`src/design/jpeg_exif_header_locator_top_assert.svh`:
```
// assertion macros for the exif header locator
`ifndef JPEG_EXIF_HEADER_LOCATOR_TOP_ASSERT_SVH
`define JPEG_EXIF_HEADER_LOCATOR_TOP_ASSERT_SVH

// condition must hold in the same cycle as the trigger
`define JEL_ASSERT_NOW(lbl, ante, cons, msg) \
	lbl: assert property (@(posedge clk) disable iff (!arst_n) (ante) |-> (cons)) \
		else $error(msg);

// condition must hold in the cycle after the trigger
`define JEL_ASSERT_NEXT(lbl, ante, cons, msg) \
	lbl: assert property (@(posedge clk) disable iff (!arst_n) (ante) |=> (cons)) \
		else $error(msg);

`endif

```
`src/design/jel_pkg.sv`:
```
// shared types and constants of the exif header locator
package jel_pkg;

	// byte queue between classifier and parser
	localparam int unsigned FIFO_AW    = 2;
	localparam int unsigned FIFO_DEPTH = 1 << FIFO_AW;
	localparam int unsigned FIFO_CW    = FIFO_AW + 1;

	// marker and header constants
	localparam logic [7:0]  MRK_FF       = 8'hFF;
	localparam logic [7:0]  MRK_SOI      = 8'hD8;
	localparam logic [7:0]  MRK_SOS      = 8'hDA;
	localparam logic [7:0]  MRK_APP1     = 8'hE1;
	localparam logic [7:0]  ORDER_MOTO   = 8'h4D;
	localparam logic [15:0] TIFF_MAGIC   = 16'h002A;
	localparam logic [15:0] MIN_SEG_LEN  = 16'd2;
	localparam logic [15:0] APP1_MIN_LEN = 16'd8;
	localparam logic [2:0]  EXIF_SIG_LAST = 3'd5;

	// parser phases
	typedef enum logic [3:0] {
		PH_SOI0  = 4'd0,
		PH_SOI1  = 4'd1,
		PH_MFF   = 4'd2,
		PH_MCODE = 4'd3,
		PH_LHI   = 4'd4,
		PH_LLO   = 4'd5,
		PH_SKIP  = 4'd6,
		PH_MATCH = 4'd7,
		PH_TIFF  = 4'd8,
		PH_DONE  = 4'd9
	} phase_t;

	// result status codes
	typedef enum logic [2:0] {
		ST_OK        = 3'd0,
		ST_NO_SOI    = 3'd1,
		ST_BAD_MARK  = 3'd2,
		ST_SOS       = 3'd3,
		ST_END       = 3'd4,
		ST_BAD_MAGIC = 3'd5,
		ST_TRUNC     = 3'd6,
		ST_BAD_LEN   = 3'd7
	} status_t;

	// tiff header byte slots
	localparam logic [2:0] TH_ORDER0 = 3'd0;
	localparam logic [2:0] TH_ORDER1 = 3'd1;
	localparam logic [2:0] TH_MAGIC0 = 3'd2;
	localparam logic [2:0] TH_MAGIC1 = 3'd3;
	localparam logic [2:0] TH_IFD_LAST = 3'd7;

	// classified byte as queued between front and back
	typedef struct packed {
		logic [7:0] data;
		logic       last;
		logic       is_ff;
		logic       is_soi;
		logic       is_sos;
		logic       is_app1;
		logic       is_moto;
	} byte_cls_t;

	// queue status seen by the top level
	typedef struct packed {
		logic               full;
		logic               empty;
		logic [FIFO_CW-1:0] count;
	} fifo_stat_t;

	// "Exif" 00 00 signature
	function automatic logic [7:0] exif_sig_byte(input logic [2:0] idx);
		logic [7:0] r;
		case (idx)
			3'd0:    r = 8'h45;
			3'd1:    r = 8'h78;
			3'd2:    r = 8'h69;
			3'd3:    r = 8'h66;
			default: r = 8'h00;
		endcase
		return r;
	endfunction

endpackage

```
`src/design/jel_byte_if.sv`:
```
// byte input channel
interface jel_byte_if;
	logic       valid;
	logic       ready;
	logic [7:0] data_byte;
	logic       last_byte;

	modport source (output valid, output data_byte, output last_byte, input ready);
	modport sink (input valid, input data_byte, input last_byte, output ready);
endinterface

```
`src/design/jel_result_if.sv`:
```
// result output channel
interface jel_result_if;
	logic        valid;
	logic        ready;
	logic [2:0]  status;
	logic [31:0] tiff_offset;
	logic        big_endian;
	logic [31:0] ifd0_offset;

	modport source (output valid, output status, output tiff_offset, output big_endian,
		output ifd0_offset, input ready);
	modport sink (input valid, input status, input tiff_offset, input big_endian,
		input ifd0_offset, output ready);
endinterface

```
`src/design/jel_front.sv`:
```
// front end: accepts bytes and tags them with marker flags
module jel_front import jel_pkg::*; (
	jel_byte_if.sink in_ch,
	input  logic      full,
	output logic      push,
	output byte_cls_t cls
);

	// accept while the queue has room
	assign in_ch.ready = !full;
	assign push        = in_ch.valid && !full;

	// byte classification
	always_comb begin
		cls.data    = in_ch.data_byte;
		cls.last    = in_ch.last_byte;
		cls.is_ff   = (in_ch.data_byte == MRK_FF);
		cls.is_soi  = (in_ch.data_byte == MRK_SOI);
		cls.is_sos  = (in_ch.data_byte == MRK_SOS);
		cls.is_app1 = (in_ch.data_byte == MRK_APP1);
		cls.is_moto = (in_ch.data_byte == ORDER_MOTO);
	end

endmodule

```
`src/design/jel_fifo.sv`:
```
// short queue of classified bytes between front and back
module jel_fifo import jel_pkg::*; (
	input  logic       clk,
	input  logic       arst_n,
	input  logic       push,
	input  byte_cls_t  wr_data,
	input  logic       pop,
	output byte_cls_t  rd_data,
	output fifo_stat_t stat
);

	byte_cls_t          mem_q [FIFO_DEPTH];
	logic [FIFO_AW-1:0] wr_ptr_q;
	logic [FIFO_AW-1:0] rd_ptr_q;
	logic [FIFO_CW-1:0] count_q;

	// storage write
	always_ff @(posedge clk) begin
		if (push) begin
			mem_q[wr_ptr_q] <= wr_data;
		end
	end

	// pointers and fill count
	always_ff @(posedge clk or negedge arst_n) begin
		if (!arst_n) begin
			wr_ptr_q <= '0;
			rd_ptr_q <= '0;
			count_q  <= '0;
		end else begin
			if (push) begin
				wr_ptr_q <= wr_ptr_q + 1'b1;
			end
			if (pop) begin
				rd_ptr_q <= rd_ptr_q + 1'b1;
			end
			if (push && !pop) begin
				count_q <= count_q + 1'b1;
			end else if (pop && !push) begin
				count_q <= count_q - 1'b1;
			end
		end
	end

	assign rd_data    = mem_q[rd_ptr_q];
	assign stat.count = count_q;
	assign stat.empty = (count_q == '0);
	assign stat.full  = (count_q == FIFO_CW'(FIFO_DEPTH));

endmodule

```
`src/design/jel_back.sv`:
```
// back end: segment parser and result register
module jel_back import jel_pkg::*; #(
	parameter int unsigned POSITION_BITS = 32
) (
	input  logic      clk,
	input  logic      arst_n,
	input  byte_cls_t cls,
	input  logic      avail,
	output logic      pop,
	jel_result_if.source res_ch
);

	phase_t                   phase_q, phase_d;
	logic [POSITION_BITS-1:0] pos_q;
	logic [15:0]              skip_q, skip_d;
	logic                     app1_q, app1_d;
	logic [7:0]               len_hi_q, len_hi_d;
	logic [2:0]               midx_q, midx_d;
	logic                     order_q, order_d;
	logic [31:0]              acc_q, acc_d;

	logic                     res_valid_q;
	status_t                  res_status_q;
	logic [31:0]              res_tiff_q;
	logic                     res_be_q;
	logic [31:0]              res_ifd_q;

	logic [15:0]              seg_len;
	logic [15:0]              skip_ld;
	logic [15:0]              skip_dec;
	logic                     sig_hit;
	logic [15:0]              acc16;
	logic [15:0]              magic;
	logic                     magic_bad;
	logic [31:0]              acc32;
	logic [31:0]              ifd_val;
	logic [POSITION_BITS-1:0] tiff_pos;

	logic                     step_emit;
	status_t                  step_status;
	logic                     emit;
	status_t                  emit_status;

	// parser consumes a byte when the result register can take an outcome
	assign pop = avail && (!res_valid_q || res_ch.ready);

	// shared datapath terms
	assign seg_len   = {len_hi_q, cls.data};
	assign skip_ld   = seg_len - MIN_SEG_LEN;
	assign skip_dec  = skip_q - 16'd1;
	assign sig_hit   = (cls.data == exif_sig_byte(midx_q));
	assign acc16     = {acc_q[7:0], cls.data};
	assign magic     = order_q ? acc16 : {acc16[7:0], acc16[15:8]};
	assign magic_bad = (magic != TIFF_MAGIC);
	assign acc32     = {acc_q[23:0], cls.data};
	assign ifd_val   = order_q ? acc32 : {acc32[7:0], acc32[15:8], acc32[23:16], acc32[31:24]};
	assign tiff_pos  = pos_q - POSITION_BITS'(7);

	// phase next state
	always_comb begin
		case (phase_q)
			PH_SOI0:  phase_d = cls.is_ff ? PH_SOI1 : PH_DONE;
			PH_SOI1:  phase_d = cls.is_soi ? PH_MFF : PH_DONE;
			PH_MFF:   phase_d = cls.is_ff ? PH_MCODE : PH_DONE;
			PH_MCODE: phase_d = cls.is_sos ? PH_DONE : PH_LHI;
			PH_LHI:   phase_d = PH_LLO;
			PH_LLO: begin
				if (seg_len < MIN_SEG_LEN) begin
					phase_d = PH_DONE;
				end else if (skip_ld == '0) begin
					phase_d = PH_MFF;
				end else if (app1_q && seg_len >= APP1_MIN_LEN) begin
					phase_d = PH_MATCH;
				end else begin
					phase_d = PH_SKIP;
				end
			end
			PH_SKIP:  phase_d = (skip_dec == '0) ? PH_MFF : PH_SKIP;
			PH_MATCH: begin
				if (sig_hit) begin
					phase_d = (midx_q == EXIF_SIG_LAST) ? PH_TIFF : PH_MATCH;
				end else begin
					phase_d = (skip_dec == '0) ? PH_MFF : PH_SKIP;
				end
			end
			PH_TIFF: begin
				if ((midx_q == TH_MAGIC1 && magic_bad) || midx_q == TH_IFD_LAST) begin
					phase_d = PH_DONE;
				end else begin
					phase_d = PH_TIFF;
				end
			end
			default:  phase_d = PH_DONE;
		endcase
	end

	// per-byte datapath updates and outcomes
	always_comb begin
		skip_d      = skip_q;
		app1_d      = app1_q;
		len_hi_d    = len_hi_q;
		midx_d      = midx_q;
		order_d     = order_q;
		acc_d       = acc_q;
		step_emit   = 1'b0;
		step_status = ST_OK;
		case (phase_q)
			PH_SOI0, PH_SOI1: begin
				if ((phase_q == PH_SOI0 && !cls.is_ff) || (phase_q == PH_SOI1 && !cls.is_soi)) begin
					step_emit   = 1'b1;
					step_status = ST_NO_SOI;
				end
			end
			PH_MFF: begin
				if (!cls.is_ff) begin
					step_emit   = 1'b1;
					step_status = ST_BAD_MARK;
				end
			end
			PH_MCODE: begin
				if (cls.is_sos) begin
					step_emit   = 1'b1;
					step_status = ST_SOS;
				end else begin
					app1_d = cls.is_app1;
				end
			end
			PH_LHI: begin
				len_hi_d = cls.data;
			end
			PH_LLO: begin
				if (seg_len < MIN_SEG_LEN) begin
					step_emit   = 1'b1;
					step_status = ST_BAD_LEN;
				end else begin
					skip_d = skip_ld;
					midx_d = '0;
				end
			end
			PH_SKIP: begin
				skip_d = skip_dec;
			end
			PH_MATCH: begin
				skip_d = skip_dec;
				if (sig_hit) begin
					if (midx_q == EXIF_SIG_LAST) begin
						midx_d  = '0;
						acc_d   = '0;
						order_d = 1'b0;
					end else begin
						midx_d = midx_q + 3'd1;
					end
				end
			end
			PH_TIFF: begin
				midx_d = midx_q + 3'd1;
				case (midx_q)
					TH_ORDER0: order_d = cls.is_moto;
					TH_ORDER1: order_d = order_q && cls.is_moto;
					TH_MAGIC0: acc_d   = {16'd0, acc16};
					TH_MAGIC1: begin
						if (magic_bad) begin
							step_emit   = 1'b1;
							step_status = ST_BAD_MAGIC;
						end else begin
							acc_d = '0;
						end
					end
					TH_IFD_LAST: begin
						acc_d       = acc32;
						step_emit   = 1'b1;
						step_status = ST_OK;
					end
					default:   acc_d = acc32;
				endcase
			end
			default: begin
			end
		endcase
	end

	// end of file without an earlier outcome
	always_comb begin
		emit        = step_emit;
		emit_status = step_status;
		if (cls.last && !step_emit && phase_q != PH_DONE) begin
			emit = 1'b1;
			if (phase_d == PH_SOI0 || phase_d == PH_SOI1) begin
				emit_status = ST_NO_SOI;
			end else if (phase_d == PH_TIFF) begin
				emit_status = ST_TRUNC;
			end else begin
				emit_status = ST_END;
			end
		end
	end

	// parser state, cleared after the last byte of a file
	always_ff @(posedge clk or negedge arst_n) begin
		if (!arst_n) begin
			phase_q  <= PH_SOI0;
			pos_q    <= '0;
			skip_q   <= '0;
			app1_q   <= 1'b0;
			len_hi_q <= '0;
			midx_q   <= '0;
			order_q  <= 1'b0;
			acc_q    <= '0;
		end else if (pop) begin
			if (cls.last) begin
				phase_q  <= PH_SOI0;
				pos_q    <= '0;
				skip_q   <= '0;
				app1_q   <= 1'b0;
				len_hi_q <= '0;
				midx_q   <= '0;
				order_q  <= 1'b0;
				acc_q    <= '0;
			end else begin
				phase_q  <= phase_d;
				pos_q    <= pos_q + 1'b1;
				skip_q   <= skip_d;
				app1_q   <= app1_d;
				len_hi_q <= len_hi_d;
				midx_q   <= midx_d;
				order_q  <= order_d;
				acc_q    <= acc_d;
			end
		end
	end

	// result valid flag
	always_ff @(posedge clk or negedge arst_n) begin
		if (!arst_n) begin
			res_valid_q <= 1'b0;
		end else if (pop && emit) begin
			res_valid_q <= 1'b1;
		end else if (res_ch.ready) begin
			res_valid_q <= 1'b0;
		end
	end

	// result payload, fields other than status are zero on failure
	always_ff @(posedge clk) begin
		if (pop && emit) begin
			res_status_q <= emit_status;
			if (step_emit && step_status == ST_OK) begin
				res_tiff_q <= 32'(tiff_pos);
				res_be_q   <= order_q;
				res_ifd_q  <= ifd_val;
			end else begin
				res_tiff_q <= '0;
				res_be_q   <= 1'b0;
				res_ifd_q  <= '0;
			end
		end
	end

	assign res_ch.valid       = res_valid_q;
	assign res_ch.status      = res_status_q;
	assign res_ch.tiff_offset = res_tiff_q;
	assign res_ch.big_endian  = res_be_q;
	assign res_ch.ifd0_offset = res_ifd_q;

endmodule

```
`src/design/jpeg_exif_header_locator_top.sv`:
```
// Exif header locator: takes a JPEG file one byte per transfer, walks its marker segments
// and reports once per file where the TIFF header of the first matching APP1 Exif segment
// sits, its byte order and its IFD0 offset, or a status code for why it stopped. A new byte
// is taken every cycle while the four-entry byte queue has room. The parser consumes one
// byte per cycle, set by its single state update per byte, and pauses only while an
// earlier result waits to be taken, which also bounds the sustained rate. A deciding byte
// passes through the byte queue, and its result is written to the output register when
// the parser consumes it. Further bytes after an outcome are consumed silently until the
// byte flagged last_byte, after which all state returns to the start of a new file.
module jpeg_exif_header_locator_top import jel_pkg::*; #(
	parameter int unsigned POSITION_BITS = 32
) (
	input  logic clk,
	input  logic arst_n,
	jel_byte_if.sink     in_ch,
	jel_result_if.source res_ch
);

	`include "jpeg_exif_header_locator_top_assert.svh"

	logic       push;
	logic       pop;
	byte_cls_t  cls_in;
	byte_cls_t  cls_out;
	fifo_stat_t fifo_st;

	// classify incoming bytes
	jel_front u_front (
		.in_ch (in_ch),
		.full  (fifo_st.full),
		.push  (push),
		.cls   (cls_in)
	);

	// decouple front and parser
	jel_fifo u_fifo (
		.clk     (clk),
		.arst_n  (arst_n),
		.push    (push),
		.wr_data (cls_in),
		.pop     (pop),
		.rd_data (cls_out),
		.stat    (fifo_st)
	);

	// segment parser and result register
	jel_back #(
		.POSITION_BITS (POSITION_BITS)
	) u_back (
		.clk    (clk),
		.arst_n (arst_n),
		.cls    (cls_out),
		.avail  (!fifo_st.empty),
		.pop    (pop),
		.res_ch (res_ch)
	);

	// queue bookkeeping checks
	`JEL_ASSERT_NOW(a_fifo_bound, 1'b1, fifo_st.count <= FIFO_CW'(FIFO_DEPTH), "queue overfilled")
	`JEL_ASSERT_NOW(a_pop_nonempty, pop, !fifo_st.empty, "parser read an empty queue")
	`JEL_ASSERT_NEXT(a_push_lands, push && !pop, !fifo_st.empty, "pushed byte lost")

endmodule

```
`src/flat_wrapper.sv`:
```
// flat-port wrapper written by rule: the top's interface ports become plain ports
module jpeg_exif_header_locator_top_flat import jel_pkg::*;
#(
	parameter int unsigned POSITION_BITS = 32
)
  (clk, arst_n, in_ch_valid, in_ch_data_byte, in_ch_last_byte, in_ch_ready, res_ch_valid, res_ch_status, res_ch_tiff_offset, res_ch_big_endian, res_ch_ifd0_offset, res_ch_ready);
  jel_byte_if in_ch_i ();
  jel_result_if res_ch_i ();
  input  logic clk;
  input  logic arst_n;
  input wire logic [$bits(in_ch_i.valid)-1:0] in_ch_valid;
  input wire logic [$bits(in_ch_i.data_byte)-1:0] in_ch_data_byte;
  input wire logic [$bits(in_ch_i.last_byte)-1:0] in_ch_last_byte;
  output wire logic [$bits(in_ch_i.ready)-1:0] in_ch_ready;
  output wire logic [$bits(res_ch_i.valid)-1:0] res_ch_valid;
  output wire logic [$bits(res_ch_i.status)-1:0] res_ch_status;
  output wire logic [$bits(res_ch_i.tiff_offset)-1:0] res_ch_tiff_offset;
  output wire logic [$bits(res_ch_i.big_endian)-1:0] res_ch_big_endian;
  output wire logic [$bits(res_ch_i.ifd0_offset)-1:0] res_ch_ifd0_offset;
  input wire logic [$bits(res_ch_i.ready)-1:0] res_ch_ready;
  assign in_ch_i.valid = in_ch_valid;
  assign in_ch_i.data_byte = in_ch_data_byte;
  assign in_ch_i.last_byte = in_ch_last_byte;
  assign in_ch_ready = in_ch_i.ready;
  assign res_ch_valid = res_ch_i.valid;
  assign res_ch_status = res_ch_i.status;
  assign res_ch_tiff_offset = res_ch_i.tiff_offset;
  assign res_ch_big_endian = res_ch_i.big_endian;
  assign res_ch_ifd0_offset = res_ch_i.ifd0_offset;
  assign res_ch_i.ready = res_ch_ready;
  jpeg_exif_header_locator_top #(.POSITION_BITS(POSITION_BITS)) u_core (.clk(clk), .arst_n(arst_n), .in_ch(in_ch_i), .res_ch(res_ch_i));
endmodule
```
`config.mk`:
```
export PLATFORM = sky130hd
export DESIGN_NAME = jpeg_exif_header_locator_top_flat
export DESIGN_NICKNAME = d
export VERILOG_FILES = /design/src/design/jel_pkg.sv /design/src/design/jel_byte_if.sv /design/src/design/jel_result_if.sv /design/src/design/jel_front.sv /design/src/design/jel_fifo.sv /design/src/design/jel_back.sv /design/src/design/jpeg_exif_header_locator_top.sv /design/src/flat_wrapper.sv
export VERILOG_INCLUDE_DIRS = /design/src /design/src/design
export SDC_FILE = /design/constraint.sdc
export NUM_CORES = 1
export LEC_CHECK = 0
export BUFFER_PORTS_ARGS = -buffer_cell sky130_fd_sc_hd__buf_2
export CORE_AREA = 2 2 163 244
export DETAILED_ROUTE_END_ITERATION = 8
export DIE_AREA = 0 0 165 246
export REMOVE_ABC_BUFFERS = 1
export SLEW_MARGIN = 5
export SYNTH_ARGS = -nofsm -noshare
export SYNTH_HDL_FRONTEND = slang
export SYNTH_SLANG_ARGS = --single-unit
```
`constraint.sdc`:
```
create_clock -name clk -period 8.1 [get_ports clk]
set_input_delay 0.405 -clock clk [delete_from_list [all_inputs] [get_ports clk]]
set_output_delay 0.405 -clock clk [all_outputs]
set_load 0.05 [all_outputs]
```
==> results of run 1 <==
## how the worst min path moves through the flow
stage | slack (ns) | to
4_1_cts | 0.09 | u_core.u_fifo.mem_q[1][5]
3_3_place_gp | 0.37 | u_core.u_back.res_ch.valid
5_1_grt | 0.12 | u_core.u_fifo.mem_q[3][5]
2_1_floorplan | 0.11 | u_core.u_back.acc_q[0]
3_5_place_dp | 0.37 | u_core.u_back.res_ch.valid
6_report | 0.11 | u_core.u_fifo.mem_q[1][5]
## worst max-delay path: stages (launching register included)
cell and delay, ns:
dfrtp_1 0.32, buf_4 0.34, mux4_2 0.73, or2_1 0.34, or4_4 0.60, o31ai_4 0.29, nor2_2 0.12, a31oi_4 0.20
buf_4 0.70
## cell type report
class / instances / area (um2)
Fill cell: 3823 / 25400
Inverter: 19 / 71.3
Clock buffer: 31 / 626
Clock inverter: 9 / 53.8
Sequential cell: 221 / 6150
Tap cell: 495 / 619
Timing Repair Buffer: 95 / 513
Multi-Input combinational cell: 742 / 4950
## power by group through the flow
stage               Combinational [W]  Sequential, W  Clock (W)
global route                  0.00258        0.00176    0.00104
detailed placement            0.00241        0.00175          0
CTS                           0.00242        0.00173    0.00101
floorplan                     0.00110        0.00241          0
finish                        0.00241        0.00172   0.000978
global placement              0.00239        0.00174          0
## kinds of logic (layout without fill, tap and decap cells)
group / count (synthesis) / in the layout / share of synthesized area (%)
AND/OR/NAND/NOR: 416 / 416 / 18.6
flip-flops: 221 / 221 / 53.9
AO/OA/AOI/OAI: 192 / 192 / 11.5
buffers and inverters: 84 / 154 / 2.93
XOR/XNOR: 70 / 70 / 5.37
multiplexers: 48 / 48 / 5.92
adder cells (fa/ha/maj): 16 / 16 / 1.82
## cell usage in the layout (no fill, tap or decap), types with 36 or more instances in the layout
cell type,Yosys,layout
edfxtp_1,124,124
buf_2,9,81
xnor2_1,37,37
a21oi_1,36,36
dfrtp_1,97,97
nor3_1,36,36
nand2_1,75,75
a22o_1,39,39
o21ai_0,37,37
nor2_1,137,136
## through the flow
| stage | hold WS, ns | setup WS [ns] | instance area (um2) |
|---|---|---|---|
| detailed placement | 0.374 | 3.95 | 12300 |
| global route | 0.124 | 3.75 | 13000 |
| CTS | 0.0917 | 3.95 | 13000 |
| floorplan | 0.109 | 1.15 | 11200 |
| finish | 0.115 | 3.98 | 13000 |
| global placement | 0.368 | 4.01 | 12300 |
## registers in the layout, summed over array words and instances (netlist names), 4 cells and up
register	flops
u_core.u_fifo.mem_q	56
u_core.u_back.pos_q	32
u_core.u_back.res_ch.tiff_offset	32
u_core.u_back.skip_q	16
u_core.u_back.res_ch.ifd0_offset	32
u_core.u_back.acc_q	24
u_core.u_back.phase_q	4
u_core.u_back.len_hi_q	8
## layer usage
metal	vias up	routed length (um)	global-route usage (%)
li1	3951	-	-
met1	4094	10700	15.1
met2	162	15000	25.4
met3	45	995	1.60
met4	0	812	5.01
met5	-	0	0
==> impl_results.md, run 1 <==
* Status: finished, final reports clean
* Placed insts at 1571
* Initial antenna violation count at 0
* Reg clk slew, reported paths at 0.06 ns
* Setup bufs post-CTS at 0
* R2R Path End: u_core.u_back.res_ch.ifd0_offset[13]
* Largest net degree at the start of global routing at 70
* Fraction of layout cells with a size suffix above 1 at 15.4%
* Net count, final at 1130
* Routed Antenna Nets at 0
* End of the critical path: u_core.u_back.res_ch.ifd0_offset[13]
* Sink Count at 221
* ANT cells at 0
* Min-delay worst type: input port to flip-flop
* Die ar. at 40600 um2
* R2R Path Start: u_core.u_fifo.rd_ptr_q[0]
* Critical path type: flip-flop to flip-flop
* RD Place Congestion at 0.839
* Most common cell in the netlist: nor2_1
* CP required at 8.24 ns
* Hold Crit Depth at 1
* Total negative setup slack at 0 ns
* Largest cells by area after synthesis: edfxtp_1, dfrtp_1, nor2_1, a22o_1, mux4_2
* First-pass GRT wire length at 43.4 mm
* Drt pass-1 iters at 5
* Setup Viol. Count Final at 0
* P_leak at 5.11 nW
* Cells after synthesis at 1047
* Post-synth EDFFs at 124
* Avg Cell Area, Syn at 10.9 um2
* Reg2reg setup slack at 3.98 ns
* Synth unique cells at 76
* Cts repair resizes at 0
* Initial DRC Count at 473
* P_sw at 0.00236 W
* Cts hold-fix bufs at 1
* HP Start: in_ch_last_byte
* Crit. End Element: flip-flop
* Clock Tree Buf Depth at 3
* Crit path from: u_core.u_fifo.rd_ptr_q[0]
* Routed WL at 27.5 mm
* Tot GR Track Use at 13.4%
* Core area at 38400 um2
* Cells on worst reg2reg path at 8
* Fin cells at 1612
* DP HPWL at 19.4 mm
* Synth Register Bits at 221
* Drt drc at 0
* Top cell type's share of synthesized area at 32.6%
* CTS buffer count at 22
* Width of the die at 165 um
* Max rail drop VDD at 215 uV
* Synth top cells by count: nor2_1, edfxtp_1, dfrtp_1
* Fin util at 33.8%
* Max Slew Vio Count at 0
* Rel. slew slack at 35.4%
* Row count at 88
* Comb pwr share at 47.1%
* Seq pwr share at 33.7%
* Post-layout min period at 4.12 ns
* Root Driver: clkbuf_16
* PD cells at 394 nW/um2
* Clock power frac at 19.1%
* Boundary pin count at 83
* Via count at 8252
* CTS tree: done
* PnR Total Power at 0.00511 W
* YS warnings at 0
* IO buf count at 82
* Register area share after synthesis at 53.9%
* Internal power at 0.00275 W
* Clk_skew at 0.0120 ns
* Yosys top cell by area: edfxtp_1
* Vias in the first global route at 8097
* Area delta synth->final at 13.7%
* Clock Latency Late Sink at 0.52 ns
* Worst slew pin tran at 0.961 ns
* Max Cap Viol at 0
* Crit-path max FO at 69
* Remaining global-route overflow at 0
* RSZ-0062 raised after global routing: no
* Maximum clock frequency at 243 MHz
* Syn Std Cell Area at 11400 um2
* Initial Utilization at 29.7%
* Switching Share at 46.1%
* Vias per std cell at 5.12
* Critical path startpoint category: flip-flop
* Ys async rst share at 43.9%
* Final hold vios at 0
* Final worst path period share at 50.8%
* Worst EP arrival at 4.26 ns
* Post-synth top flop: edfxtp_1
* H-Tree Depth at 1
* Die Y at 246 um
* WL/cell at 17.1 um
(Power assumes the default switching activity.)
==> inputs of run 2 (changes only) <==
clock period = 3.6 ns   (was 8.1 ns; I/O delays follow)
==> run 2 against run 1 <==
Effect of this change: clock power grew to 2.5 times the previous value; global-route usage is 0.69 points higher; critical path depth is 1 higher; fmax is 23% higher; register-to-register slack worse by 3.7 ns; final cell count is 1.6% higher; core utilization is 0.86 points higher; flip-flop and latch count stayed put; via count is 0.81% higher; hold slack worse by 0.031 ns; critical path type unchanged; highest routed layer unchanged.
==> impl_results.md, run 2 (same netlist as run 1, synthesis figures left out) <==
* Fraction of layout cells with a size suffix above 1 at 17.0% (+1.6 points)
* M2 GR Usage at 26.6% (+1.3 points)
* Reg2reg setup slack at 0.25 ns (-3.73 ns)
* Area after DPL at 12500 um2 (+1.4%)
* Buf/Inv on CP at 1 (-1)
* Setup Viol. Count Final at 0 (unchanged)
* Via count at 8319 (+0.81%)
* P_leak at 5.28 nW (+3.4%)
* Commonest non-fill, non-tap cells in the layout: nor2_1, edfxtp_1, dfrtp_1
* Final Cell Area at 13300 um2 (+2.6%)
* H-Tree Depth at 1 (unchanged)
* Initial DRC Count at 571 (+21%)
* Setup bufs post-CTS at 0 (unchanged)
* Final worst path period share at 93.1% (+42 points)
* Max reg flops at 56 (unchanged)
* Worst slew pin tran at 1.01 ns (+0.0442 ns)
* Remaining global-route overflow at 0 (unchanged)
* Routed Antenna Nets at 0 (unchanged)
* DP HPWL at 20.2 mm (+4.3%)
* CTS buffer count at 21 (-4.5%)
* Status: finished, final reports clean
* Clock Tree Buf Depth at 3 (unchanged)
* Initial Utilization at 29.7% (unchanged)
* Root Driver: clkbuf_16
* Met3 Track Usage GR at 1.65% (+0.051 points)
* Hold Crit Depth at 3 (+2)
* WL/cell at 17.3 um (+1.5%)
* Routed WL at 28.4 mm (+3.1%)
* Final WS setup at 0.250 ns (-3.73 ns)
* Crit path max-delay family: simple AND/OR/NAND/NOR gates
* Initial antenna violation count at 0 (unchanged)
* Max stage delay cell, worst path: or4b_2
* Fin util at 34.7% (+0.86 points)
* Crit. End Element: flip-flop
* R2R Path Start: u_core.u_back.skip_q[0]
* Core area at 38400 um2 (unchanged)
* IO buf count at 82 (unchanged)
* Final hold vios at 0 (unchanged)
* Area delta synth->final at 16.6%
* Tot GR Track Use at 14.1% (+0.69 points)
* Net count, final at 1157 (+2.4%)
* Maximum clock frequency at 298 MHz (+23%)
* Crit-path cells: inv_1 > ha_1 > or4b_2 > nor4_1 > xor2_1 > a211o_1 > o22ai_1 > nand4_1 > mux2_1
* R2R Path End: u_core.u_back.res_ch.status[2]
* Die Y at 246 um (unchanged)
* Die ar. at 40600 um2 (unchanged)
* CP required at 3.88 ns (-4.36 ns)
* Met1 Resource Use GR at 15.6% (+0.49 points)
* Max Cap Viol at 0 (unchanged)
* Drt pass-1 iters at 5 (unchanged)
* Max rail drop VDD at 502 uV (+130%)
* Pre-CTS setup slack at 0.161 ns (-3.78 ns)
* Max incr delay on CP at 0.71 ns (-0.02 ns)
* Boundary pin count at 83 (unchanged)
* Vias in the first global route at 8547 (+5.6%)
* HP Start: res_ch_ready
* Critical path type: flip-flop to flip-flop
* Rel. slew slack at 32.4% (-2.9 points)
* Row count at 88 (unchanged)
* PD cells at 898 nW/um2 (+130%)
* Min-delay worst type: input port to flip-flop
* Sink Count at 221 (unchanged)
* Clk_skew at 0.0161 ns (+0.00407 ns)
* Vias per std cell at 5.08 (-0.79%)
* Crit-path max FO at 7 (-90%)
* Width of the die at 165 um (unchanged)
* Reg clk slew, reported paths at 0.07 ns (about the same)
* Critical path startpoint category: flip-flop
* Commonest non-fill, non-tap cell in the layout: nor2_1
* Post-layout min period at 3.35 ns (-0.769 ns)
* Clock Latency Late Sink at 0.52 ns (about the same)
* Worst EP arrival at 3.63 ns (-0.63 ns)
* Hold endpoint: u_core.u_back.res_ch.valid
* CTS tree: done
* Largest net degree at the start of global routing at 76 (+8.6%)
* RSZ-0062 raised after global routing: no
* Most flop-heavy register: u_core.u_fifo.mem_q
* Cells on worst reg2reg path at 9 (+1)
* Max Slew Vio Count at 0 (unchanged)
* ANT cells at 0 (unchanged)
* First-pass GRT wire length at 45.7 mm (+5.3%)
* RD Place Congestion at 0.898 (+7.1%)
* Top Usage Layer GRT: met2
* Drt drc at 0 (unchanged)
[run 2: what timing repair did]
item,CTS,global route
hold buffers,10,0
endpoints found under the hold margin,110,0
gates resized for setup,0,1
setup endpoints to repair,0,71
[run 2: layout make-up]
cell class | count | area [um2]
inverter | 19 | 71.3
sequential | 221 | 6150
clock buffer | 22 | 529
fill | 3781 | 25100
tap | 495 | 619
timing repair buffer | 123 | 771
multi-input combinational | 742 | 4950
clock inverter | 16 | 223
[run 2: how the worst max path moves through the flow]
| stage | end | cells after the start | from |
|---|---|---|---|
| CTS | u_core.u_back.res_ch.ifd0_offset[6] | 7 | u_core.u_fifo.rd_ptr_q[0] |
| finish | u_core.u_back.res_ch.status[2] | 9 | u_core.u_back.skip_q[0] |
| detailed placement | u_core.u_back.res_ch.tiff_offset[16] | 7 | u_core.u_fifo.rd_ptr_q[0] |
| global placement | u_core.u_back.res_ch.ifd0_offset[14] | 7 | u_core.u_fifo.rd_ptr_q[0] |
| global route | u_core.u_back.res_ch.valid | 9 | u_core.u_fifo.rd_ptr_q[0] |
| floorplan | u_core.u_back.res_ch.big_endian | 6 | u_core.u_fifo.rd_ptr_q[0] |
[run 2: worst min-delay path, delay by kind of cell]
family                 cells  cell delay, ns
buffers and inverters      1            0.08
and+or+nand+nor            2            0.30
[run 2: per-layer routing]
metal	wire (um)	vias to the layer above
met3	880	53
met1	11000	4108
met2	15500	160
met4	1010	0
li1	-	3998
met5	0	-
[run 2: power by group]
part / internal (W) / switching (W)
Clock: 0.00144 / 0.00101
Sequential: 0.00350 / 0.000422
Combinational: 0.00162 / 0.00396
Total: 0.00657 / 0.00540
[run 2: stage by stage]
stage | total power [W] | std cells | hold slack (ns) | TNS (ns)
6_report | 0.0120 | 1638 | 0.0837 | 0
4_1_cts | 0.0121 | 1638 | 0.0572 | 0
2_1_floorplan | 0.00762 | 982 | -0.116 | -273.44
3_5_place_dp | 0.00957 | 1590 | 0.417 | 0
5_1_grt | 0.0126 | 1638 | 0.0973 | 0
3_3_place_gp | 0.00953 | 1590 | 0.398 | 0
==> inputs of run 3 (changes only) <==
BUFFER_PORTS_ARGS = -buffer_cell sky130_fd_sc_hd__clkbuf_2   (was -buffer_cell sky130_fd_sc_hd__buf_2)
CORE_AREA = 4 4 165 246   (was 2 2 163 244)
DIE_AREA = 0 0 169 250   (was 0 0 165 246)
==> run 3 against run 2 <==
Effect of this change: wire length increased by 0.36%; count of clock-buffer cells in the layout increased by 9; combinational power about the same; final area decreased by 0.58%; sequential power about the same; largest cell class unchanged; largest power group unchanged; highest routed layer unchanged.
==> impl_results.md, run 3 (same netlist as run 1, synthesis figures left out) <==
* Status: finished, final reports clean
* Drt pass-1 iters at 5 (unchanged)
* Largest net degree at the start of global routing at 70 (-7.9%)
* Min-delay worst type: input port to flip-flop
* Clock Latency Late Sink at 0.52 ns (about the same)
* Final worst path period share at 91.7% (-1.3 points)
* Worst EP arrival at 3.47 ns (-0.16 ns)
* Fraction of layout cells with a size suffix above 1 at 16.5% (-0.45 points)
* Commonest non-fill, non-tap cell in the layout: nor2_1
* Routed WL at 28.5 mm (+0.36%)
* Switching Share at 45.5% (+0.44 points)
* CTS buffer count at 21 (unchanged)
* Clock Tree Buf Depth at 3 (unchanged)
* Final hold vios at 0 (unchanged)
* Seq pwr share at 33.6% (+0.8 points)
* Met2 WL at 15.7 mm (+1.1%)
* Remaining global-route overflow at 0 (unchanged)
* PD cells at 886 nW/um2 (-1.4%)
* Max rail drop VDD at 457 uV (-9.0%)
* Area after DPL at 12500 um2 (about the same)
* Internal power at 0.00639 W (-2.8%)
* Setup Viol. Count Final at 0 (unchanged)
* R2R Path End: u_core.u_back.res_ch.ifd0_offset[22]
* Die ar. at 42300 um2 (+4.1%)
* Fin cells at 1639 (+0.061%)
* Sink Count at 221 (unchanged)
* Routed Antenna Nets at 0 (unchanged)
* ANT cells at 0 (unchanged)
* WL/cell at 17.4 um (+0.30%)
* Max reg flops at 56 (unchanged)
* R2R Path Start: u_core.u_fifo.rd_ptr_q[0]
* DRT met1 WL at 10.8 mm (-2.1%)
* Drt drc at 0 (unchanged)
* Crit path from: u_core.u_fifo.rd_ptr_q[0]
* Maximum clock frequency at 303 MHz (+1.4%)
* Commonest non-fill, non-tap cells in the layout: nor2_1, edfxtp_1, dfrtp_1
* Reg2reg setup slack at 0.30 ns (+0.05 ns)
* Post-layout min period at 3.30 ns (-0.0477 ns)
* Max Cap Viol at 0 (unchanged)
* Vias in the first global route at 8299 (-2.9%)
* Clk_skew at 0.0202 ns (+0.00408 ns)
* Comb pwr share at 47.4% (+0.7 points)
* Hold Crit Depth at 3 (unchanged)
* Boundary pin count at 83 (unchanged)
* Critical path startpoint category: flip-flop
* Root Driver: clkbuf_16
* Fin Hold WS at 0.0698 ns (-0.0139 ns)
* DR WL met3 at 934 um (+6.1%)
* Placed insts at 1592 (+0.13%)
* Max Slew Vio Count at 0 (unchanged)
* RD Place Congestion at 0.882 (-1.8%)
* Fin util at 34.5% (-0.20 points)
* Tot GR Track Use at 13.1% (-1.0 points)
* Max layer used: met4
* DP HPWL at 20.4 mm (+1.1%)
* HP Start: res_ch_ready
* Total negative setup slack at 0 ns (unchanged)
* Area delta synth->final at 15.9%
* IO buf count at 82 (unchanged)
* Width of the die at 169 um (+2.4%)
* Clock power frac at 19.0% (-1.5 points)
* Final Cell Area at 13200 um2 (-0.58%)
* Via count at 8363 (+0.53%)
* Net count, final at 1159 (+0.17%)
* P_leak at 5.25 nW (-0.57%)
* Rel. slew slack at 37.2% (+4.7 points)
* Vias per std cell at 5.10 (+0.47%)
* Setup bufs post-CTS at 0 (unchanged)
* Die Y at 250 um (+1.6%)
* Core area at 38400 um2 (unchanged)
* CP required at 3.77 ns (-0.11 ns)
* Initial DRC Count at 601 (+5.3%)
* Worst slew pin tran at 0.935 ns (-0.0705 ns)
* Most flop-heavy register: u_core.u_fifo.mem_q
* Row count at 88 (unchanged)
* First-pass GRT wire length at 45.1 mm (-1.4%)
* P_sw at 0.00534 W (-1.0%)
* Initial antenna violation count at 0 (unchanged)
* Reg clk slew, reported paths at 0.07 ns (about the same)
* Hold endpoint: u_core.u_back.res_ch.valid
* Critical path type: flip-flop to flip-flop
* Crit. End Element: flip-flop
* CTS tree: done
* H-Tree Depth at 1 (unchanged)
* Initial Utilization at 29.7% (unchanged)
* Crit-path max FO at 69 (+62)
* RSZ-0062 raised after global routing: no
* Cells on worst reg2reg path at 7 (-2)
run 3: changes by cell type in the layout (fill, tap and decap cells not counted):
cell	before	now
buf_12	2	1
inv_8	1	0
clkinv_1	4	3
clkbuf_1	1	8
inv_6	2	0
clkbuf_8	0	1
buf_4	30	33
clkbuf_2	0	81
bufinv_16	5	2
clkinvlp_4	3	0
clkbuf_16	21	22
buf_2	81	0
run 3: metal layers:
layer,vias up,global-route usage [%]
li1,4009,-
met1,4110,14.3
met2,187,25.2
met3,57,1.20
met4,0,5.62
met5,-,0
run 3: final cells by class:
type	instances	area (um2)
multi-input cells	742	4950
inverters	19	71.3
flip-flops and latches	221	6150
fillers	3787	25200
well taps	495	619
repair buffers	125	773
clock buffers	31	594
clock inverters	6	77.6
run 3: worst max path at each step:
stage,endpoint,slack [ns],depth (start not counted)
after floorplan,u_core.u_back.res_ch.big_endian,-3.35,6
after global placement,u_core.u_back.res_ch.ifd0_offset[14],0.26,7
after detailed placement,u_core.u_back.res_ch.ifd0_offset[14],0.19,7
after CTS,u_core.u_back.res_ch.ifd0_offset[14],0.15,7
after global routing,u_core.u_back.res_ch.status[2],0.12,8
final,u_core.u_back.res_ch.ifd0_offset[22],0.30,7
run 3: power groups by stage:
stage               Clock, W  Sequential [W]  Combinational [W]
floorplan                  0         0.00520            0.00242
global placement           0         0.00398            0.00552
detailed placement         0         0.00400            0.00555
CTS                  0.00230         0.00395            0.00558
global route         0.00239         0.00402            0.00593
finish               0.00223         0.00395            0.00556
run 3: stage by stage:
step,setup slack [ns],power (W)
floorplan,-3.35,0.00762
global placement,0.257,0.00950
detailed placement,0.187,0.00955
CTS,0.145,0.0118
global route,0.118,0.0123
finish,0.298,0.0117
run 3: critical path, cell delays in order (launching register included):
cell and delay, ns:
dfrtp_2 0.51, mux4_2 0.55, or3_4 0.44, or4_4 0.50, o31ai_4 0.23, nor2_2 0.11, a31oi_4 0.21, buf_12 0.34
run 3: repair_timing:
action,in CTS,in global routing
endpoints found under the setup margin,0,2
hold endpoints to repair,99,0
hold buffers,10,0
resized for setup,0,1
